--- config.mk ---
export PLATFORM = sky130hd
export DESIGN_NAME = point_in_quad_filter
export DESIGN_NICKNAME = d
export VERILOG_FILES = /design/src/hdl/piq_pkg.sv /design/src/hdl/point_in_quad_filter.sv /design/src/hdl/piq_coef.sv /design/src/hdl/piq_front.sv /design/src/hdl/piq_fifo.sv /design/src/hdl/piq_back.sv
export SDC_FILE = /design/constraint.sdc
export NUM_CORES = 1
export LEC_CHECK = 0
export BUFFER_PORTS_ARGS = -buffer_cell sky130_fd_sc_hd__buf_2
export CAP_MARGIN = 20
export CORE_MARGIN = 2
export CORE_UTILIZATION = 38
export DETAILED_ROUTE_END_ITERATION = 8
export PLACE_DENSITY_LB_ADDON = 0.3
export SLEW_MARGIN = 30
export SYNTH_ARGS = -nofsm -noshare
export SYNTH_HDL_FRONTEND = slang
export SYNTH_SLANG_ARGS = --single-unit
--- constraint.sdc ---
create_clock -name clk_i -period 4 [get_ports clk_i]
set_clock_uncertainty 0.15 [all_clocks]
set_input_delay 0.2 -clock clk_i [delete_from_list [all_inputs] [get_ports clk_i]]
set_output_delay 0.2 -clock clk_i [all_outputs]
set_load 0.01 [all_outputs]
--- src/hdl/piq_pkg.sv ---
// Shared types and constants for the point-in-quadrilateral filter.
`timescale 1ns / 1ps
package piq_pkg;

  localparam int COORD_W     = 16;
  localparam int STATUS_W    = 8;
  localparam int OUT_COUNT_W = 16;
  localparam int COUNT_BITS  = 16;
  localparam int CFG_IDX_W   = 8;
  localparam int NUM_CORNERS = 4;
  localparam int CORNER_W    = $clog2(NUM_CORNERS);
  localparam int NUM_LINES   = 4;
  localparam int NUM_REGS    = 2 * NUM_CORNERS;

  // Line equation widths: a,b are corner differences, c is the difference of two
  // 16x16 cross products, the products are full 16x17 results, and the three-term sum needs two more bits.
  localparam int COEF_AB_W = COORD_W + 1;
  localparam int CROSS_W   = 2 * COORD_W;
  localparam int COEF_C_W  = CROSS_W + 1;
  localparam int PROD_W    = COEF_AB_W + COORD_W;
  localparam int VAL_W     = PROD_W + 2;

  localparam int FIFO_DEPTH  = 4;
  localparam int FIFO_PTR_W  = $clog2(FIFO_DEPTH);
  localparam int FIFO_LVL_W  = FIFO_PTR_W + 1;

  // Cycles the line coefficients need to follow a corner write.
  localparam int SETTLE_W      = 2;
  localparam int SETTLE_CYCLES = 2;

  typedef enum logic [2:0] {
    REG_C0_X = 3'd0,
    REG_C0_Y = 3'd1,
    REG_C1_X = 3'd2,
    REG_C1_Y = 3'd3,
    REG_C2_X = 3'd4,
    REG_C2_Y = 3'd5,
    REG_C3_X = 3'd6,
    REG_C3_Y = 3'd7
  } reg_idx_e;

  // Lines in order top, bottom, left, right; each runs from corner P to Q.
  localparam int LINE_TOP = 0;
  localparam int LINE_BOT = 1;
  localparam int LINE_LFT = 2;
  localparam int LINE_RGT = 3;
  localparam int LINE_P [NUM_LINES] = '{0, 1, 0, 3};
  localparam int LINE_Q [NUM_LINES] = '{3, 2, 1, 2};

  typedef struct packed {
    logic signed [COEF_AB_W-1:0] a;
    logic signed [COEF_AB_W-1:0] b;
    logic signed [COEF_C_W-1:0]  c;
  } piq_line_t;

  typedef struct packed {
    logic [STATUS_W-1:0] status;
    logic                keep;
    logic                last;
  } piq_item_t;

endpackage

--- src/hdl/point_in_quad_filter.sv ---
// Point-in-quadrilateral filter: keeps tracked points inside four corner lines.
// Input to output valid: product stage, classify into the queue, count into
// the output register. Throughput: one point per cycle while input is not
// stalled; the four-entry queue bounds points in flight. A configuration
// write holds off input while the line coefficients update.
// Reset clears corners to 0, the kept count, the queue and all valid flags.
`timescale 1ns / 1ps
module point_in_quad_filter (
  input  logic                                 clk_i,
  input  logic                                 rst_ni,
  input  logic                                 cfg_valid_i,
  output logic                                 cfg_ready_o,
  input  logic [piq_pkg::CFG_IDX_W-1:0]        cfg_index_i,
  input  logic [piq_pkg::COORD_W-1:0]          cfg_data_i,
  input  logic                                 in_valid_i,
  output logic                                 in_stall_o,
  input  logic signed [piq_pkg::COORD_W-1:0]   point_x_i,
  input  logic signed [piq_pkg::COORD_W-1:0]   point_y_i,
  input  logic [piq_pkg::STATUS_W-1:0]         status_in_i,
  input  logic                                 last_point_i,
  output logic                                 out_valid_o,
  input  logic                                 out_stall_i,
  output logic [piq_pkg::STATUS_W-1:0]         status_out_o,
  output logic [piq_pkg::OUT_COUNT_W-1:0]      inside_count_o,
  output logic                                 last_out_o
);
  import piq_pkg::*;

  piq_line_t               coef [NUM_LINES];
  logic                    coef_busy;
  logic                    fifo_push;
  logic                    fifo_pop;
  logic                    fifo_empty;
  logic                    fifo_full;
  logic [FIFO_LVL_W-1:0]   fifo_level;
  piq_item_t               push_item;
  piq_item_t               pop_item;

  assign cfg_ready_o = 1'b1;

  piq_coef u_coef (
    .clk_i       (clk_i),
    .rst_ni      (rst_ni),
    .cfg_valid_i (cfg_valid_i),
    .cfg_index_i (cfg_index_i),
    .cfg_data_i  (cfg_data_i),
    .coef_o      (coef),
    .busy_o      (coef_busy)
  );

  piq_front u_front (
    .clk_i        (clk_i),
    .rst_ni       (rst_ni),
    .in_valid_i   (in_valid_i),
    .in_stall_o   (in_stall_o),
    .point_x_i    (point_x_i),
    .point_y_i    (point_y_i),
    .status_in_i  (status_in_i),
    .last_point_i (last_point_i),
    .coef_i       (coef),
    .busy_i       (coef_busy),
    .q_level_i    (fifo_level),
    .push_o       (fifo_push),
    .item_o       (push_item)
  );

  piq_fifo u_fifo (
    .clk_i     (clk_i),
    .rst_ni    (rst_ni),
    .push_i    (fifo_push),
    .wr_data_i (push_item),
    .pop_i     (fifo_pop),
    .rd_data_o (pop_item),
    .empty_o   (fifo_empty),
    .full_o    (fifo_full),
    .level_o   (fifo_level)
  );

  piq_back u_back (
    .clk_i          (clk_i),
    .rst_ni         (rst_ni),
    .empty_i        (fifo_empty),
    .item_i         (pop_item),
    .pop_o          (fifo_pop),
    .out_valid_o    (out_valid_o),
    .out_stall_i    (out_stall_i),
    .status_out_o   (status_out_o),
    .inside_count_o (inside_count_o),
    .last_out_o     (last_out_o)
  );

  a_no_push_full : assert property (@(posedge clk_i) disable iff (!rst_ni)
    fifo_push |-> !fifo_full)
    else $error("queue push while full");

  a_no_pop_empty : assert property (@(posedge clk_i) disable iff (!rst_ni)
    fifo_pop |-> !fifo_empty)
    else $error("queue pop while empty");

  a_cfg_holds_input : assert property (@(posedge clk_i) disable iff (!rst_ni)
    (cfg_valid_i && cfg_ready_o) |=> in_stall_o)
    else $error("input taken while coefficients settle");

endmodule

--- src/hdl/piq_coef.sv ---
// Corner registers and the registered line coefficients derived from them.
`timescale 1ns / 1ps
module piq_coef (
  input  logic                             clk_i,
  input  logic                             rst_ni,
  input  logic                             cfg_valid_i,
  input  logic [piq_pkg::CFG_IDX_W-1:0]    cfg_index_i,
  input  logic [piq_pkg::COORD_W-1:0]      cfg_data_i,
  output piq_pkg::piq_line_t               coef_o [piq_pkg::NUM_LINES],
  output logic                             busy_o
);
  import piq_pkg::*;

  logic signed [COORD_W-1:0]   corner_x_q [NUM_CORNERS];
  logic signed [COORD_W-1:0]   corner_y_q [NUM_CORNERS];
  logic signed [COEF_AB_W-1:0] a_q [NUM_LINES];
  logic signed [COEF_AB_W-1:0] b_q [NUM_LINES];
  logic signed [CROSS_W-1:0]   m1_q [NUM_LINES];
  logic signed [CROSS_W-1:0]   m2_q [NUM_LINES];
  logic signed [COEF_C_W-1:0]  c_q [NUM_LINES];
  logic [SETTLE_W-1:0]         settle_q;
  logic                        wr_en;

  assign wr_en = cfg_valid_i && (cfg_index_i < CFG_IDX_W'(NUM_REGS));

  always_ff @(posedge clk_i or negedge rst_ni) begin
    if (!rst_ni) begin
      for (int i = 0; i < NUM_CORNERS; i++) begin
        corner_x_q[i] <= '0;
        corner_y_q[i] <= '0;
      end
    end else if (wr_en) begin
      case (reg_idx_e'(cfg_index_i[2:0]))
        REG_C0_X: corner_x_q[0] <= cfg_data_i;
        REG_C0_Y: corner_y_q[0] <= cfg_data_i;
        REG_C1_X: corner_x_q[1] <= cfg_data_i;
        REG_C1_Y: corner_y_q[1] <= cfg_data_i;
        REG_C2_X: corner_x_q[2] <= cfg_data_i;
        REG_C2_Y: corner_y_q[2] <= cfg_data_i;
        REG_C3_X: corner_x_q[3] <= cfg_data_i;
        REG_C3_Y: corner_y_q[3] <= cfg_data_i;
        default: ;
      endcase
    end
  end

  // Two stages: differences and cross products, then c = py*qx - qy*px.
  always_ff @(posedge clk_i or negedge rst_ni) begin
    if (!rst_ni) begin
      for (int l = 0; l < NUM_LINES; l++) begin
        a_q[l]  <= '0;
        b_q[l]  <= '0;
        m1_q[l] <= '0;
        m2_q[l] <= '0;
        c_q[l]  <= '0;
      end
    end else begin
      for (int l = 0; l < NUM_LINES; l++) begin
        a_q[l]  <= COEF_AB_W'(corner_y_q[CORNER_W'(LINE_Q[l])])
                 - COEF_AB_W'(corner_y_q[CORNER_W'(LINE_P[l])]);
        b_q[l]  <= COEF_AB_W'(corner_x_q[CORNER_W'(LINE_P[l])])
                 - COEF_AB_W'(corner_x_q[CORNER_W'(LINE_Q[l])]);
        m1_q[l] <= CROSS_W'(corner_y_q[CORNER_W'(LINE_P[l])])
                 * CROSS_W'(corner_x_q[CORNER_W'(LINE_Q[l])]);
        m2_q[l] <= CROSS_W'(corner_y_q[CORNER_W'(LINE_Q[l])])
                 * CROSS_W'(corner_x_q[CORNER_W'(LINE_P[l])]);
        c_q[l]  <= COEF_C_W'(m1_q[l]) - COEF_C_W'(m2_q[l]);
      end
    end
  end

  // Hold off points until the coefficients reflect the latest write.
  always_ff @(posedge clk_i or negedge rst_ni) begin
    if (!rst_ni) begin
      settle_q <= '0;
    end else if (cfg_valid_i) begin
      settle_q <= SETTLE_W'(SETTLE_CYCLES);
    end else if (settle_q != '0) begin
      settle_q <= settle_q - 1'b1;
    end
  end

  assign busy_o = (settle_q != '0);

  always_comb begin
    for (int l = 0; l < NUM_LINES; l++) begin
      coef_o[l].a = a_q[l];
      coef_o[l].b = b_q[l];
      coef_o[l].c = c_q[l];
    end
  end

endmodule

--- src/hdl/piq_front.sv ---
// Front end: accepts points, forms the line products and classifies each point.
`timescale 1ns / 1ps
module piq_front (
  input  logic                                clk_i,
  input  logic                                rst_ni,
  input  logic                                in_valid_i,
  output logic                                in_stall_o,
  input  logic signed [piq_pkg::COORD_W-1:0]  point_x_i,
  input  logic signed [piq_pkg::COORD_W-1:0]  point_y_i,
  input  logic [piq_pkg::STATUS_W-1:0]        status_in_i,
  input  logic                                last_point_i,
  input  piq_pkg::piq_line_t                  coef_i [piq_pkg::NUM_LINES],
  input  logic                                busy_i,
  input  logic [piq_pkg::FIFO_LVL_W-1:0]      q_level_i,
  output logic                                push_o,
  output piq_pkg::piq_item_t                  item_o
);
  import piq_pkg::*;

  logic                       f1_valid_q;
  logic signed [PROD_W-1:0]   ax_q [NUM_LINES];
  logic signed [PROD_W-1:0]   by_q [NUM_LINES];
  logic [STATUS_W-1:0]        status_q;
  logic                       last_q;
  logic [FIFO_LVL_W-1:0]      in_flight;
  logic                       accept;
  logic signed [VAL_W-1:0]    val [NUM_LINES];
  logic [NUM_LINES-1:0]       neg;
  logic [NUM_LINES-1:0]       zero;
  logic                       in_quad;
  logic                       tested;

  // Queue slots are reserved for the point in the product stage too.
  assign in_flight  = q_level_i + FIFO_LVL_W'(f1_valid_q);
  assign in_stall_o = busy_i || (in_flight >= FIFO_LVL_W'(FIFO_DEPTH));
  assign accept     = in_valid_i && !in_stall_o;

  always_ff @(posedge clk_i or negedge rst_ni) begin
    if (!rst_ni) begin
      f1_valid_q <= 1'b0;
    end else begin
      f1_valid_q <= accept;
    end
  end

  always_ff @(posedge clk_i) begin
    if (accept) begin
      for (int l = 0; l < NUM_LINES; l++) begin
        ax_q[l] <= PROD_W'(coef_i[l].a) * PROD_W'(point_x_i);
        by_q[l] <= PROD_W'(coef_i[l].b) * PROD_W'(point_y_i);
      end
      status_q <= status_in_i;
      last_q   <= last_point_i;
    end
  end

  always_comb begin
    for (int l = 0; l < NUM_LINES; l++) begin
      val[l]  = VAL_W'(ax_q[l]) + VAL_W'(by_q[l]) + VAL_W'(coef_i[l].c);
      neg[l]  = val[l][VAL_W-1];
      zero[l] = (val[l] == '0);
    end
    // A pair passes unless both values are nonzero with the same sign.
    in_quad = (zero[LINE_TOP] || zero[LINE_BOT] || (neg[LINE_TOP] != neg[LINE_BOT])) &&
              (zero[LINE_LFT] || zero[LINE_RGT] || (neg[LINE_LFT] != neg[LINE_RGT]));
    tested = (status_q != '0);
    item_o.status = (!tested || in_quad) ? status_q : '0;
    item_o.keep   = tested && in_quad;
    item_o.last   = last_q;
  end

  assign push_o = f1_valid_q;

endmodule

--- src/hdl/piq_fifo.sv ---
// Short queue between the classifier and the counting back end.
`timescale 1ns / 1ps
module piq_fifo (
  input  logic                               clk_i,
  input  logic                               rst_ni,
  input  logic                               push_i,
  input  piq_pkg::piq_item_t                 wr_data_i,
  input  logic                               pop_i,
  output piq_pkg::piq_item_t                 rd_data_o,
  output logic                               empty_o,
  output logic                               full_o,
  output logic [piq_pkg::FIFO_LVL_W-1:0]     level_o
);
  import piq_pkg::*;

  piq_item_t               mem_q [FIFO_DEPTH];
  logic [FIFO_PTR_W-1:0]   wr_ptr_q;
  logic [FIFO_PTR_W-1:0]   rd_ptr_q;
  logic [FIFO_LVL_W-1:0]   level_q;

  always_ff @(posedge clk_i or negedge rst_ni) begin
    if (!rst_ni) begin
      wr_ptr_q <= '0;
      rd_ptr_q <= '0;
      level_q  <= '0;
    end else begin
      if (push_i) begin
        wr_ptr_q <= wr_ptr_q + 1'b1;
      end
      if (pop_i) begin
        rd_ptr_q <= rd_ptr_q + 1'b1;
      end
      if (push_i && !pop_i) begin
        level_q <= level_q + 1'b1;
      end else if (pop_i && !push_i) begin
        level_q <= level_q - 1'b1;
      end
    end
  end

  always_ff @(posedge clk_i) begin
    if (push_i) begin
      mem_q[wr_ptr_q] <= wr_data_i;
    end
  end

  assign rd_data_o = mem_q[rd_ptr_q];
  assign empty_o   = (level_q == '0);
  assign full_o    = (level_q == FIFO_LVL_W'(FIFO_DEPTH));
  assign level_o   = level_q;

endmodule

--- src/hdl/piq_back.sv ---
// Back end: running kept count and the output register.
`timescale 1ns / 1ps
module piq_back (
  input  logic                                 clk_i,
  input  logic                                 rst_ni,
  input  logic                                 empty_i,
  input  piq_pkg::piq_item_t                   item_i,
  output logic                                 pop_o,
  output logic                                 out_valid_o,
  input  logic                                 out_stall_i,
  output logic [piq_pkg::STATUS_W-1:0]         status_out_o,
  output logic [piq_pkg::OUT_COUNT_W-1:0]      inside_count_o,
  output logic                                 last_out_o
);
  import piq_pkg::*;

  logic [COUNT_BITS-1:0]   count_q;
  logic [COUNT_BITS-1:0]   count_d;
  logic                    out_valid_q;
  logic [STATUS_W-1:0]     status_q;
  logic [OUT_COUNT_W-1:0]  inside_count_q;
  logic                    last_q;

  // Advance when the output register is free or being taken this cycle.
  assign pop_o = !empty_i && (!out_valid_q || !out_stall_i);

  always_comb begin
    count_d = count_q;
    if (item_i.keep && (count_q != '1)) begin
      count_d = count_q + 1'b1;
    end
  end

  always_ff @(posedge clk_i or negedge rst_ni) begin
    if (!rst_ni) begin
      count_q     <= '0;
      out_valid_q <= 1'b0;
    end else begin
      if (pop_o) begin
        count_q     <= item_i.last ? '0 : count_d;
        out_valid_q <= 1'b1;
      end else if (!out_stall_i) begin
        out_valid_q <= 1'b0;
      end
    end
  end

  always_ff @(posedge clk_i) begin
    if (pop_o) begin
      status_q       <= item_i.status;
      inside_count_q <= OUT_COUNT_W'(count_d);
      last_q         <= item_i.last;
    end
  end

  assign out_valid_o    = out_valid_q;
  assign status_out_o   = status_q;
  assign inside_count_o = inside_count_q;
  assign last_out_o     = last_q;

endmodule
; Word level (Yosys, flattened, before mapping)
; Memories as Yosys holds them, arrays and structs flattened.
; Cells that the tools add are included.
[totals]
regBits = 256
ramBits = 304
elab_cells = 101
memories = 3
[mem_list]
columns = memory, words, width, rd, rd_clocked_by_memory_dff, wr, line
row1 = u_front.ax_q, 4, 33, 4, 0, 4, piq_front.sv:21  ; logic signed [PROD_W-1:0] ax_q [NUM_LINES];
row2 = u_front.by_q, 4, 33, 4, 0, 4, piq_front.sv:22  ; logic signed [PROD_W-1:0] by_q [NUM_LINES];
row3 = u_fifo.mem_q, 4, 10, 1, 0, 1, piq_fifo.sv:16  ; piq_item_t mem_q [FIFO_DEPTH];
[op_classes]
n_addsub = 15
multipliers = 4
order_cmp = 2
n_eq_ne = 7
mux = 13
n_reduce_logical = 36
[ops]
columns = cell, n
row1 = 35-bit logical NOT, 4
row2 = 33-bit by 33-bit adder with 34-bit output, 4
row3 = 17-bit by 16-bit multiplier with 33-bit output, 2
row4 = 16-bit by 16-bit multiplier with 32-bit output, 2
row5 = 34-bit by 33-bit adder with 35-bit output, 1
row6 = 16-bit by 16-bit subtractor with 17-bit output, 2
row7 = 32-bit by 32-bit subtractor with 33-bit output, 1
row8 = 16-bit 2-to-1 mux, 2
row9 = 16-bit by 1-bit adder with 16-bit output (second input constant), 1
row10 = 16-bit inequality test (second input constant), 1
row11 = 1-bit logical AND, 8
row12 = 8-bit by 4-bit less-than comparator with 1-bit output (second input constant), 1
row13 = 8-bit 2-to-1 mux, 1
row14 = 2-bit AND reduction, 4
row15 = 8-bit nonzero test, 1
row16 = 1-bit logical NOT, 7
row17 = 1-bit logical OR, 7
row18 = 3-bit by 2-bit equality test with 1-bit output (second input constant), 2
row19 = 3-bit logical NOT, 2
row20 = 1-bit 2-to-1 mux, 6
row21 = 3-bit 2-to-1 mux, 2
row22 = 2-bit nonzero test, 3
row23 = 2-bit by 1-bit adder with 2-bit output (second input constant), 2
row24 = 2-bit 2-to-1 mux, 2
row25 = other kinds (8), 9

; Longest topological paths before layout
; An unclocked memory read counts as a cell.
[logic_depth]
depth_word = 9
ltp_mapped = 10

; Hierarchy
; A second synthesis with hierarchy kept.
[unflattened]
hier_cells = 14209
area_unflattened_um2 = 135030.8
[by_module_without_submodules]
columns = mod, n_inst, cells_each, area_each_um2, seq_area_each_um2
row1 = piq_front, 1, 10778, 101179.5, 8222.9
row2 = piq_coef, 1, 3173, 29978.8, 4929.7
row3 = piq_back, 1, 170, 2020.7, 1176.1
row4 = piq_fifo, 1, 86, 1840.5, 1376.3
row5 = point_in_quad_filter, 1, 2, 11.3, 0.0

; Least setup slack after synthesis
; No wires, ideal clock.
[synth_timing]
kind = register to register
from = register u_fifo.level_q[0] (netlist: u_fifo.level_o[0])
to = register u_fifo.level_q[2] (netlist: u_fifo.level_o[2])
setup_ns = 0.079
arrival_time_ns = 2.317
t_required_ns = 3.771
slack_ns = 1.454
stages_incl_launch_ff = 11
synth_period_minus_slack_ns = 2.546
cell_sequence = dfrtp_1 > nor3_1 > or2_2 > clkbuf_1 > buf_2 > ha_1 > inv_1 > fa_1 > xor2_1 > nor2_1 > xor2_1
[synth_between]
elab_chain_len = 6
word_cells_on_any_way = 11
cone_classes = add/sub: 2 / mux: 2 / reduce/logical: 7
[synth_rtl]
columns = element, line
row1 = start: declaration, piq_fifo.sv:19  ; logic [FIFO_LVL_W-1:0] level_q;
row2 = start signal: assignment, piq_fifo.sv:34  ; level_q <= level_q + 1'b1;
row3 = start signal: assignment, piq_fifo.sv:36  ; level_q <= level_q - 1'b1;
row4 = "parallel branches: the longest is 6 deep, another holds 3-bit by 1-bit subtractor with 3-bit output", n/a
; Several ways; the timed one is not identified. The select of a mux whose other input is x is not followed.
; A chain may end at the register's enable or synchronous reset.

; Final worst setup path
; Same ends and word-level chain as after synthesis.

==> results_dict.tcl <==
set metrics [dict create \
    outcome "completed" \
    grt_pass1_vias 2427 \
    rsz0062_at_grt "no" \
    r2r_slack_ps 1270 \
    cp_max_fo 18 \
    synth.area.top_cells "edfxtp_1, dfrtp_1, mux4_2, nand2_1, ha_1" \
    fin_crit_sh 0.681 \
    timing_worst_setup_path_type "reg -> reg" \
    worst_slew_pin_slew_ps 900 \
    syn_nets 367 \
    cts_resized 0 \
    powerDensity_nw_per_um2 643 \
    reg2reg_from "u_fifo.level_o[0]" \
    portBuffers 40 \
    cts_tree "yes" \
    leakage_uw 0.00188 \
    viasPerCell 5.09 \
    ioPinCount 98 \
    die-area_um2 12300 \
    num-nets-final 416 \
    antenna_found_initial 0 \
    critPathArrivalTime_ps 2850 \
    grt_max_degree 28 \
    netlist.area_leader.share 0.512 \
    synthTopCellsByCount "edfxtp_1, dfrtp_1, nand2_1" \
    grt_first_pass_wirelength_um 12500 \
    drive_above_1_share 0.222 \
    rows 39 \
    hold_depth 3 \
    setup.worst_path.start_class "register" \
    drt_iter0_markers 131 \
    syn_area_um2 4340 \
    clk_pin_slew_ps 70 \
    cts_root_buffer "clkbuf_16" \
    synth_edf_count 74 \
    routedWlPerCell_um 15.5 \
    post_synth.cell_area_avg_um2 15.0 \
    finalPower_uw 3240 \
    hp-class "in -> reg" \
    netlist.top_cell.by_area "edfxtp_1" \
    vdd_ir_drop_max_mv 0.298 \
    fin_cells 486 \
    ff2ff_path_depth 8 \
    async_flop_share 0.267 \
    dpl.cell_count 459 \
    hpwlAfterDp_um 4990 \
    track_usage 0.131 \
    final.setup.tns_ps 0 \
    cap_violations 0 \
    fmax_mhz 367 \
    clk_latency_ps 360 \
    min_period_ps 2730 \
    endpoint_kind "register" \
    antenna_cells 0 \
    cts.htree.levels 3 \
    postSynthCellCount 289 \
    setup_viol 0 \
    synth_seq_cells 101 \
    clock-sinks 101 \
    holdPathEnd "u_back.out_valid_o" \
    num_vias 2476 \
    wl_um 7520 \
    relSlewSlack 0.398 \
    cts_max_path_buffers 2 \
    synth_cell_type_count 53 \
    area_growth_pct 16.2 \
    fp.coreArea_um2 11300 \
    yosysMostFrequentCell "edfxtp_1" \
    ys_seq_area_frac 0.668 \
    drc_errors 0 \
    final-max-slew-violation-count 0 \
    die_w_um 111 \
    min-delay-start "out_stall_i" \
    synthFlopType "edfxtp_1" \
    crit_required_ps 4130 \
    initial_core_util 0.385 \
    postRouteAntennaNets 0 \
    overflow 0 \
    drtPass1Iterations 4 \
    hold_slack_ps 94.2 \
    hold_viol_final 0 \
    gp_congestion 0.786 \
    die_h_um 111 \
    yosys_warnings 0 \
    numCtsBuffers 9 \
    reg2reg_to "u_fifo.level_o[2]" \
]
worst max-delay path, cell delays in order, from the launching register on:
cell	delay, ps
dfrtp_1	430
nor3_1	470
or2_2	460
ha_1	270
inv_1	60
fa_1	370
xor2_1	170
nor2_1	120
xor2_1	150
flip-flops by register name (all words and copies together), names as in the netlist:
| register | cells |
|---|---|
| u_back.count_q | 16 |
| u_front.push_o | 1 |
| u_back.out_valid_o | 1 |
| u_back.last_out_o | 1 |
| u_front.status_q | 8 |
| u_back.inside_count_o | 16 |
| u_fifo.wr_ptr_q | 2 |
| u_fifo.mem_q | 40 |
| u_back.status_out_o | 8 |
| u_front.last_q | 1 |
| u_coef.settle_q | 2 |
| u_fifo.level_o | 3 |
| u_fifo.rd_ptr_q | 2 |
per-layer routing:
| layer | track usage | up-vias | share of wire | wire length, um |
|---|---|---|---|---|
| met3 | 0.0383 | 13 | 0.034 | 259 |
| met4 | 0.0633 | 0 | 0.021 | 160 |
| met1 | 0.171 | 1214 | 0.46 | 3450 |
| met2 | 0.202 | 43 | 0.48 | 3640 |
| li1 | - | 1206 | - | - |
| met5 | 0 | - | 0 | 0 |
placed cells by master (no fill, tap or decap), types with 2 or more instances in the layout:
cell type      synthesis  routed
edfxtp_1              74      74
buf_2                  6      40
dfrtp_1               27      27
nand2_1               24      24
dlygate4sd3_1          0      11
xnor2_1               10      10
mux4_2                 9       9
xor2_1                 9       9
clkbuf_16              0       9
inv_1                  8       8
nand3_1                8       8
nor2_1                 8       8
and2_1                 8       8
nor4_1                 7       7
o211ai_1               7       7
ha_1                   7       7
nor3_1                 6       6
o311ai_1               5       5
nand4_1                4       4
o21ai_0                4       4
and3_1                 3       3
nand4_2                3       3
a21oi_1                3       3
o21ai_1                3       3
inv_8                  0       3
nand2b_1               2       2
and4_1                 2       2
mux2_1                 2       2
or3_1                  2       2
or2_1                  2       2
mux2i_1                2       2
a2bb2oi_1              2       2
a211o_1                2       2
o2bb2ai_1              2       2
or4_1                  2       2
inv_6                  0       2
metrics by stage:
step	setup slack [ps]	area (um^2)	util
final	1270	5040	0.447
after global routing	1130	5040	0.447
after CTS	1240	5040	0.447
after detailed placement	1270	4640	0.412
after global placement	1340	4640	0.412
after floorplan	1450	4340	-
layout make-up:
type / count / area [um^2]
inverters: 9 / 33.8
clock inverters: 6 / 58.8
clock buffers: 10 / 229
multi-input cells: 165 / 1320
repair buffers: 52 / 318
well taps: 143 / 179
flip-flops and latches: 101 / 2900
fillers: 1023 / 6230
how the worst max path moves through the flow:
stage	to	slack [ps]	cells past startpoint	from
after global placement	u_fifo.level_o[2]	1340	8	u_fifo.level_o[0]
after global routing	u_fifo.level_o[2]	1130	8	u_fifo.level_o[0]
after floorplan	u_fifo.level_o[2]	1450	10	u_fifo.level_o[0]
after detailed placement	u_fifo.level_o[2]	1270	8	u_fifo.level_o[0]
final	u_fifo.level_o[2]	1270	8	u_fifo.level_o[0]
after CTS	u_fifo.level_o[2]	1240	8	u_fifo.level_o[0]
cells by family (layout without fill, tap and decap cells):
kind of cell	count (synthesis)	in the layout	share of synthesized area
AO/OA/AOI/OAI	37	37	0.0704
XOR/XNOR	19	19	0.0384
adder cells (fa/ha/maj)	8	8	0.0248
buffers and inverters	23	77	0.0268
flip-flops	101	101	0.668
multiplexers	15	15	0.0626
other	1	1	0.000864
AND/OR/NAND/NOR	85	85	0.108
report_power, final:
part | internal (uW) | leakage [uW] | switching [uW]
combinational | 361 | 0.000706 | 415
clock | 440 | 0.000139 | 408
sequential | 1390 | 0.00104 | 224
total | 2190 | 0.00188 | 1050
what timing repair did:
action,in CTS,in global routing
endpoints found under the hold margin,38,0
buffers inserted,0,0
hold buffers,11,0
(Power assumes the default switching activity.)
